### src/rtl/serial_switch_command_parser_assert.svh
// Assertion macros for the serial switch command parser.
// Each macro samples on clk and is disabled while rst is high.
`ifndef SERIAL_SWITCH_COMMAND_PARSER_ASSERT_SVH
`define SERIAL_SWITCH_COMMAND_PARSER_ASSERT_SVH
`ifndef SYNTHESIS
`define SSCP_ASSERT_IMP(label, ante, cons) \
  label: assert property (@(posedge clk) disable iff (rst) (ante) |-> (cons)) \
    else $error("sscp assertion failed");
`define SSCP_ASSERT_NXT(label, ante, cons) \
  label: assert property (@(posedge clk) disable iff (rst) (ante) |=> (cons)) \
    else $error("sscp assertion failed");
`else
`define SSCP_ASSERT_IMP(label, ante, cons)
`define SSCP_ASSERT_NXT(label, ante, cons)
`endif
`endif

### src/rtl/sscp_pkg.sv
`default_nettype none
package sscp_pkg;

  localparam int LINE_CAP = 32;
  localparam int IDX_W    = $clog2(LINE_CAP);

  localparam logic [7:0] CH_NUL   = 8'h00;
  localparam logic [7:0] CH_TAB   = 8'h09;
  localparam logic [7:0] CH_LF    = 8'h0A;
  localparam logic [7:0] CH_CR    = 8'h0D;
  localparam logic [7:0] CH_SPACE = 8'h20;
  localparam logic [7:0] CH_PLUS  = 8'h2B;
  localparam logic [7:0] CH_MINUS = 8'h2D;
  localparam logic [7:0] CH_ZERO  = 8'h30;
  localparam logic [7:0] CH_NINE  = 8'h39;
  localparam logic [7:0] CH_E     = 8'h45;
  localparam logic [7:0] CH_F     = 8'h46;
  localparam logic [7:0] CH_N     = 8'h4E;
  localparam logic [7:0] CH_O     = 8'h4F;
  localparam logic [7:0] CH_R     = 8'h52;
  localparam logic [7:0] CH_V     = 8'h56;

  typedef enum logic [1:0] {
    REPLY_OK  = 2'd0,
    REPLY_ERR = 2'd1,
    REPLY_VER = 2'd2
  } reply_t;

  typedef enum logic [1:0] {
    ST_IDLE,
    ST_FETCH,
    ST_EVAL,
    ST_DONE
  } state_t;

  typedef enum logic [2:0] {
    PH_C0,
    PH_VE,
    PH_VR,
    PH_VEND,
    PH_O1,
    PH_OF2,
    PH_WS,
    PH_DIG
  } phase_t;

endpackage
`default_nettype wire

### src/rtl/serial_switch_command_parser.sv
// Serial switch command parser.
// Slave stream s_axis carries one received byte per transaction. Bytes other
// than CR or LF are stored in the line buffer; when the buffer already holds
// LINE_CAP-1 bytes the next such byte empties it and gives no reply. A CR or
// LF starts a scan of the buffer, one stored byte at a time, each read in
// ST_FETCH through the buffer's single registered read port and judged in
// ST_EVAL by a small character sequencer, and yields exactly one reply
// transaction on master stream m_axis. s_axis_tready is low during the scan.
// The reply sits in an output register; a new byte is taken while it waits.
// If a second reply is ready while the first is still stalled, the scan
// holds its result until m_axis_tready takes the first one.
// Reset empties the line and drops any pending reply; buffer contents past
// the fill count are never read, so the buffer itself needs no clearing.
`default_nettype none
`include "serial_switch_command_parser_assert.svh"
module serial_switch_command_parser
  import sscp_pkg::*;
(
  input  wire logic       clk,
  input  wire logic       rst,
  input  wire logic       s_axis_tvalid,
  output logic            s_axis_tready,
  input  wire logic [7:0] s_axis_tdata,   // [7:0] rx_byte
  output logic            m_axis_tvalid,
  input  wire logic       m_axis_tready,
  output logic [7:0]      m_axis_tdata    // [1:0] reply_code, [2] drive_valid,
                                          // [4:3] switch_number, [5] switch_level
);

  logic [7:0]       line_mem [LINE_CAP];
  logic [7:0]       rd_data;
  logic [IDX_W-1:0] fill_count;
  logic [IDX_W-1:0] idx;

  state_t state, state_next;
  phase_t phase, phase_next;

  logic       neg, neg_next;
  logic [2:0] val, val_next;
  logic       level, level_next;

  logic [7:0] ch;
  logic       ch_ws, ch_digit, ch_sign;
  logic [5:0] acc;
  logic [2:0] acc_sat;
  logic       eval_done, num_done;
  reply_t     eval_code;
  logic [1:0] eval_sw;

  reply_t     pend_code;
  logic [1:0] pend_sw;
  logic       pend_level;

  reply_t     out_code;
  logic       out_drive;
  logic [1:0] out_sw;
  logic       out_level;

  logic in_fire, is_term, out_free;

  assign s_axis_tready = !rst && (state == ST_IDLE);
  assign in_fire       = s_axis_tvalid && s_axis_tready;
  assign is_term       = (s_axis_tdata == CH_CR) || (s_axis_tdata == CH_LF);
  assign out_free      = !m_axis_tvalid || m_axis_tready;

  always_ff @(posedge clk) begin
    if (in_fire && !is_term && fill_count < IDX_W'(LINE_CAP - 1)) begin
      line_mem[fill_count] <= s_axis_tdata;
    end
    rd_data <= line_mem[idx];
  end

  assign ch       = (idx < fill_count) ? rd_data : CH_NUL;
  assign ch_ws    = (ch == CH_SPACE) || (ch >= CH_TAB && ch <= CH_CR);
  assign ch_digit = (ch >= CH_ZERO) && (ch <= CH_NINE);
  assign ch_sign  = (ch == CH_PLUS) || (ch == CH_MINUS);
  assign acc      = (6'(val) * 6'd10) + 6'(ch - CH_ZERO);
  assign acc_sat  = (acc > 6'd3) ? 3'd4 : acc[2:0];

  always_comb begin
    eval_done  = 1'b0;
    num_done   = 1'b0;
    eval_code  = REPLY_ERR;
    eval_sw    = 2'd0;
    phase_next = phase;
    neg_next   = neg;
    val_next   = val;
    level_next = level;
    unique case (phase)
      PH_C0: begin
        if (ch == CH_V) phase_next = PH_VE;
        else if (ch == CH_O) phase_next = PH_O1;
        else eval_done = 1'b1;
      end
      PH_VE: begin
        if (ch == CH_E) phase_next = PH_VR;
        else eval_done = 1'b1;
      end
      PH_VR: begin
        if (ch == CH_R) phase_next = PH_VEND;
        else eval_done = 1'b1;
      end
      PH_VEND: begin
        eval_done = 1'b1;
        if (ch == CH_NUL) eval_code = REPLY_VER;
      end
      PH_O1: begin
        if (ch == CH_N) begin
          level_next = 1'b1;
          phase_next = PH_WS;
        end else if (ch == CH_F) begin
          phase_next = PH_OF2;
        end else begin
          eval_done = 1'b1;
        end
      end
      PH_OF2: begin
        if (ch == CH_F) begin
          level_next = 1'b0;
          phase_next = PH_WS;
        end else begin
          eval_done = 1'b1;
        end
      end
      PH_WS: begin
        priority if (ch_ws) begin
          phase_next = PH_WS;
        end else if (ch_sign) begin
          neg_next   = (ch == CH_MINUS);
          phase_next = PH_DIG;
        end else if (ch_digit) begin
          val_next   = acc_sat;
          phase_next = PH_DIG;
        end else begin
          num_done = 1'b1;
        end
      end
      PH_DIG: begin
        if (ch_digit) val_next = acc_sat;
        else num_done = 1'b1;
      end
      default: eval_done = 1'b1;
    endcase
    if (num_done) begin
      eval_done = 1'b1;
      if (!neg && val != 3'd0 && val <= 3'd3) begin
        eval_code = REPLY_OK;
        eval_sw   = val[1:0];
      end
    end
  end

  always_comb begin
    state_next = state;
    unique case (state)
      ST_IDLE:  if (in_fire && is_term) state_next = ST_FETCH;
      ST_FETCH: state_next = ST_EVAL;
      ST_EVAL:  state_next = eval_done ? ST_DONE : ST_FETCH;
      ST_DONE:  if (out_free) state_next = ST_IDLE;
      default:  state_next = ST_IDLE;
    endcase
  end

  always_ff @(posedge clk) begin
    if (rst) begin
      state         <= ST_IDLE;
      fill_count    <= '0;
      m_axis_tvalid <= 1'b0;
    end else begin
      state <= state_next;
      if (in_fire && !is_term) begin
        if (fill_count < IDX_W'(LINE_CAP - 1)) fill_count <= fill_count + 1'b1;
        else fill_count <= '0;
      end
      if (state == ST_DONE && out_free) begin
        fill_count    <= '0;
        m_axis_tvalid <= 1'b1;
      end else if (m_axis_tready) begin
        m_axis_tvalid <= 1'b0;
      end
    end
  end

  always_ff @(posedge clk) begin
    unique case (state)
      ST_IDLE: begin
        idx   <= '0;
        phase <= PH_C0;
        neg   <= 1'b0;
        val   <= 3'd0;
        level <= 1'b0;
      end
      ST_EVAL: begin
        phase <= phase_next;
        neg   <= neg_next;
        val   <= val_next;
        level <= level_next;
        if (eval_done) begin
          pend_code  <= eval_code;
          pend_sw    <= eval_sw;
          pend_level <= level_next && (eval_sw != 2'd0);
        end else begin
          idx <= idx + 1'b1;
        end
      end
      ST_DONE: begin
        if (out_free) begin
          out_code  <= pend_code;
          out_drive <= (pend_sw != 2'd0);
          out_sw    <= pend_sw;
          out_level <= pend_level;
        end
      end
      default: ;
    endcase
  end

  assign m_axis_tdata = {2'b00, out_level, out_sw, out_drive, out_code};

  `SSCP_ASSERT_IMP(a_fill_bound, 1'b1, fill_count <= IDX_W'(LINE_CAP - 1))
  `SSCP_ASSERT_IMP(a_scan_bound, state == ST_EVAL, idx <= fill_count)
  `SSCP_ASSERT_IMP(a_drive_ok, m_axis_tvalid,
    (out_drive == (out_code == REPLY_OK)) && (out_drive == (out_sw != 2'd0)))
  `SSCP_ASSERT_NXT(a_term_scan, in_fire && is_term, state == ST_FETCH)
  `SSCP_ASSERT_NXT(a_reply_clear, state == ST_DONE && out_free,
    m_axis_tvalid && fill_count == '0 && state == ST_IDLE)

endmodule
`default_nettype wire

### config.mk
export PLATFORM = sky130hd
export DESIGN_NAME = serial_switch_command_parser
export DESIGN_NICKNAME = d
export VERILOG_FILES = /design/src/rtl/sscp_pkg.sv /design/src/rtl/serial_switch_command_parser.sv
export VERILOG_INCLUDE_DIRS = /design/src /design/src/rtl
export SDC_FILE = /design/constraint.sdc
export NUM_CORES = 1
export LEC_CHECK = 0
export ABC_AREA = 1
export ABC_CLOCK_PERIOD_IN_PS = 3500
export BUFFER_PORTS_ARGS = -buffer_cell sky130_fd_sc_hd__buf_4
export CORE_MARGIN = 1.5
export CORE_UTILIZATION = 35
export CTS_CLUSTER_SIZE = 16
export DETAILED_ROUTE_END_ITERATION = 8
export GPL_TIMING_DRIVEN = 0
export MAX_ROUTING_LAYER = met4
export SYNTH_ARGS = -nofsm -noshare
export SYNTH_HDL_FRONTEND = slang
export SYNTH_SLANG_ARGS = --single-unit
### constraint.sdc
create_clock -name clk -period 3.5 [get_ports clk]
set_input_delay 0.35 -clock clk [delete_from_list [all_inputs] [get_ports clk]]
set_output_delay 0.35 -clock clk [all_outputs]
set_load 0.03 [all_outputs]
## Yosys cells after proc, flatten, opt, wreduce, memory -nomap -nowiden

Memory sizes are Yosys's and may differ from the RTL's. A register that Yosys moved wholly into a read port is not among the register bits.
Index checks and enable logic that the tools add are counted.

- $add $sub $neg: 4
- $mul: 1
- $lt $le $gt $ge: 8
- Equality and inequality tests: 37
- Muxes and demuxes: 56
- Reductions and logical operators: 35

Operators with widths:

| cell | count |
|---|---|
| $eq 8x7->1 const B | 6 |
| $mux 3 | 14 |
| $eq 8x6->1 const B | 3 |
| $mux 1 | 19 |
| $mux 2 | 9 |
| $pmux 3 s2 | 3 |
| $pmux 3 s6 | 1 |
| $eq 8x4->1 const B | 2 |
| $ne 3x3->1 const B | 5 |
| $eq 3x3->1 const B | 4 |
| $logic_and 1x1->1 | 11 |
| $add 5x1->5 const B | 2 |
| $mux 5 | 2 |
| $pmux 5 s2 | 1 |
| $ge 8x4->1 const B | 1 |
| $ge 8x6->1 const B | 1 |
| $le 8x4->1 const B | 1 |
| $le 8x6->1 const B | 1 |
| $logic_not 8->1 | 1 |
| $mux 8 | 1 |
| $ne 2x2->1 const B | 4 |
| $ne 4x4->1 const B | 2 |
| $pmux 1 s2 | 4 |
| $pmux 2 s4 | 1 |
| other kinds (26) | 42 |

- Bits in registers: 32
- Bits in writable memories: 256
- Input bits: 12
- Output and inout bits: 10
- Word-level logic and storage cells: 157
- Memories: 1

Memory list:

| name | depth | width | rd ports | clocked after Yosys merged registers in | write ports | line | RTL |
|---|---|---|---|---|---|---|---|
| line_mem | 32 | 8 | 1 | 1 | 1 | serial_switch_command_parser.sv:30 | `logic [7:0] line_mem [LINE_CAP];` |

## Longest topological paths before layout

- Word-level depth: 11
- Gate-level depth with buffers: 18
- Gate-level depth less buffers: 17

## Least setup slack after synthesis

OpenSTA, ideal clock, no wires.

- Path kind: flip-flop to flip-flop
- From: register fill_count[2]
- To: register val[0] (data pin)
- Arrival: 3.018 ns
- Required time: 3.353 ns
- Path slack: 0.335 ns
- Stages on the path, launching flop included: 15
- Path buffers: 1
- Path through: dfxtp_1 > clkbuf_1 > inv_1 > ha_1 > nand2_1 > nand2_1 > a21oi_4 > nand3_1 > inv_1 > ha_1 > ha_1 > fa_1 > nor4_1 > nand4_1 > a21oi_1

- Cells in the longest elaborated chain, start to end: 11

Ends and longest elaborated chain:

| what | line | RTL |
|---|---|---|
| start, declared | serial_switch_command_parser.sv:32 | `logic [IDX_W-1:0] fill_count;` |
| start signal, assigned | serial_switch_command_parser.sv:172 | `if (fill_count < IDX_W'(LINE_CAP - 1)) fill_count <= fill_count + 1'b1;` |
| $lt 5x5->1 * | serial_switch_command_parser.sv:73 | `assign ch = (idx < fill_count) ? rd_data : CH_NUL;` |
| $mux 8 * | serial_switch_command_parser.sv:73 |  |
| $sub 6x6->6 | serial_switch_command_parser.sv:77 | `assign acc = (6'(val) * 6'd10) + 6'(ch - CH_ZERO);` |
| $add 6x6->6 | serial_switch_command_parser.sv:77 |  |
| $gt 6x2->1 | serial_switch_command_parser.sv:78 | `assign acc_sat = (acc > 6'd3) ? 3'd4 : acc[2:0];` |
| $mux 3 | serial_switch_command_parser.sv:78 |  |
| $mux 3 * | serial_switch_command_parser.sv:131, serial_switch_command_parser.sv:139 |  |
| $mux 3 | serial_switch_command_parser.sv:128 | `end else if (ch_sign) begin` |
| $mux 3 | serial_switch_command_parser.sv:126 | `priority if (ch_ws) begin` |
| $pmux 3 s2 * | serial_switch_command_parser.sv:89 | `unique case (phase)` |
| $pmux 3 s2 * | serial_switch_command_parser.sv:185 | `unique case (state)` |
| end signal, assigned | serial_switch_command_parser.sv:196 | `val <= val_next;` |
| end, declared | serial_switch_command_parser.sv:39 | `logic [2:0] val, val_next;` |

Mark *: on every way between the ends. The rest lies on a longest branch, timed or not. The select of a mux whose other input is x is not followed.
A chain may end at the register's enable or synchronous reset.

## Worst setup path in the final report

- From: register fill_count[4]
- To: register val[1] (data pin)

Same word-level chain as after synthesis.

==> out/summary.txt <==
Final Routed Wirelength: 31.6 mm
worst-skew pair later-pin latency: 0.55 ns
row cnt: 69
Overall Power: 0.00732 W
worst-margin pin slew: 0.925 ns
CP bufs+invs: 2
min Tclk post-route: 3.29 ns
worst vdd ir: 0.338 mV
Post-synth EDFFs: 280
largest cells by area after synthesis: edfxtp_1 (67%), nor2_1 (6.0%), o21ai_0 (5.5%), dfxtp_1 (2.6%), nand2_1 (2.5%)
main flop type after synthesis: edfxtp_1
min-delay worst type: input pin to flop
Max stage delay on crit path: 0.49 ns
crit start category: flop
CTS buffer count: 30
slowest CP cell: fa_1
CTS tree: yes
placed insts: 1531
crit path cell chain: inv_1, ha_1, nand2_1, nand2_2, a21oi_4, nand3_1, inv_1, ha_1, ha_1, fa_1, nor4_4, nand4_1, a21oi_1
core area: 0.0354 mm^2
gpl congestion: 0.887
Final Skew: 0.00553 ns
CTS clk-pin slew, worst paths: 0.06 ns
RSZ-0062 raised after global routing: false
Syn Inst Count: 1050
initial core utilization: 35.4%
FMAX: 0.304 GHz
CP top delay family: adder cells
layout cells sized above 1: 9.26%
grt total ovfl: 0
Port Buffers: 19
WL per Instance: 19.9 um
Area Growth Syn to Fin: 13.6%
Post-CTS Setup Inserts: 0
initial drt markers: 899
crit-path most repeated cell: ha_1
met1 global-route usage: 24.6%
Pre-antenna DRT Iters: 5
PD cells: 514 mW/mm^2
CTS Root Cell: clkbuf_16
FFs w/ async S/R, synth: 0%
M2 GR Usage: 27.8%
clk sinks: 296
via-per-instance ratio: 5.28
Syn Std Cell Area: 0.0125 mm^2
Synth cell types: 46
share of the synthesized area in the top cell type: 67.1%
DR vias: 8356
sequential share of the synthesized area: 69.6%
vias in the first global route: 7960
Worst R2R Setup Slack: 0.21 ns
Die H: 192 um
initial antenna violation count: 0
NumNets Final: 1132
commonest cells after routing, fill and taps aside: edfxtp_1 (280), nor2_1 (202), o21ai_0 (138)
hpwl dp: 21.1 mm
WP data required: 3.89 ns
Worst slew margin: 38.1%
Setup TNS: 0 ns
final hold slack: 0.0920 ns
register bit total from synthesis: 296
Top Ports: 22
Avg Inst Size Synth: 11.9 um^2
Synth area leader: edfxtp_1
M3 GR Usage: 2.55%
die area: 0.0370 mm^2
crit end category: flop
Synth Warn #: 0
Worst Path Max Fanout: 7
largest net degree at the start of global routing: 35
H-tree levels: 1
Final Hold Fails: 0
Leakage: 4.71 nW
commonest non-fill, non-tap cell in the layout: edfxtp_1
pre-CTS setup slack: -0.283 ns
Setup violations, final: 0
final cell count without fillers: 1584
first-pass GRT wire length: 48.0 mm
kind of critical path: flop to flop
DRC Markers: 0
n_diodes: 0
overall routing resource usage: 17.9%
max-slew violations: 0
Clock Tree Buf Depth: 3
Tcrit/Tclk final: 94.1%
crit path DAT: 3.69 ns
Die X: 192 um
Worst Slack Setup Final: 0.208 ns
status: complete, no violations
Top Usage Layer GRT: met2
Detail Route Antenna Nets: 0
Max Cap Viol: 0
[synth_stat cells (3+ instances only)]
| master | count |
|---|---|
| o21ai_0 | 138 |
| nor2_1 | 202 |
| o211ai_1 | 8 |
| clkbuf_1 | 52 |
| nand3_1 | 36 |
| dfxtp_1 | 16 |
| o21ai_1 | 5 |
| inv_1 | 43 |
| edfxtp_1 | 280 |
| nand2_2 | 8 |
| o22ai_1 | 39 |
| inv_2 | 4 |
| or2_2 | 3 |
| nand4_1 | 16 |
| o221ai_1 | 25 |
| clkinv_1 | 3 |
| ha_1 | 18 |
| nand2_1 | 83 |
| a31oi_1 | 3 |
| a21oi_1 | 13 |
| buf_4 | 4 |
| nor3_1 | 3 |
| xnor2_1 | 5 |
| nand3_2 | 6 |
| nor2_2 | 8 |
[metrics by stage]
stage          util [%]  cell area [um^2]
2_1_floorplan         -             12500
6_report           40.3             14200
3_3_place_gp       37.5             13300
4_1_cts            40.2             14200
5_1_grt            40.3             14200
3_5_place_dp       37.5             13300
[power breakdown]
group	internal (W)	switching [W]	total, W
sequential	0.00389	0.0000162	0.00390
combinational	0.0000718	0.000198	0.000270
clock	0.00185	0.00129	0.00315
[worst reg2reg max path, cell delays in order (launching register included)]
cell and delay, ns:
dfxtp_1 0.48, inv_1 0.13, ha_1 0.34, nand2_1 0.09, nand2_2 0.07, a21oi_4 0.24, nand3_1 0.16, inv_1 0.09
ha_1 0.22, ha_1 0.23, fa_1 0.49, nor4_4 0.34, nand4_1 0.13, a21oi_1 0.14
[metal layers]
layer,routed length (um),vias up
met1,14200,4094
met5,0,-
met3,2080,51
li1,-,3920
met4,777,0
met2,14600,291
[path summary, 6_finish.rpt]
kind,start,to,cells past startpoint
min,s_axis_tvalid,state[0],3
max reg2reg,fill_count[4],val[1],13
min reg2reg,pend_level,out_level,0
max,fill_count[4],val[1],13
[cells by family after synthesis]
family	count (synthesis)	share of synthesized area [%]
compound gates	242	11.3
xor+xnor	6	0.419
fa+ha+maj	19	1.96
buf+inv	109	3.40
flops	296	69.6
other cells	1	0.0299
simple gates	377	13.3
[final cells by class]
class / count / area [um^2]
fill: 3344 / 21100
sequential: 296 / 8730
multi-input combinational: 646 / 3400
clock buffer: 35 / 769
tap: 461 / 577
buffer: 55 / 221
inverter: 52 / 198
clock inverter: 19 / 196
timing repair buffer: 20 / 153
[state kept, by name, indices dropped and copies added, names as in the netlist, 3 cells and up]
| signal | count |
|---|---|
| val | 3 |
| line_mem | 256 |
| fill_count | 5 |
| phase | 3 |
| rd_data | 8 |
| idx | 5 |
[what timing repair did]
item	CTS	global route
hold buffers	1	0
setup endpoints to repair	3	2
gates resized for setup	2	2
pin swaps	0	1
hold endpoints to repair	3	0
cloned	0	0
Note: power is estimated with default switching activity, not from simulation.
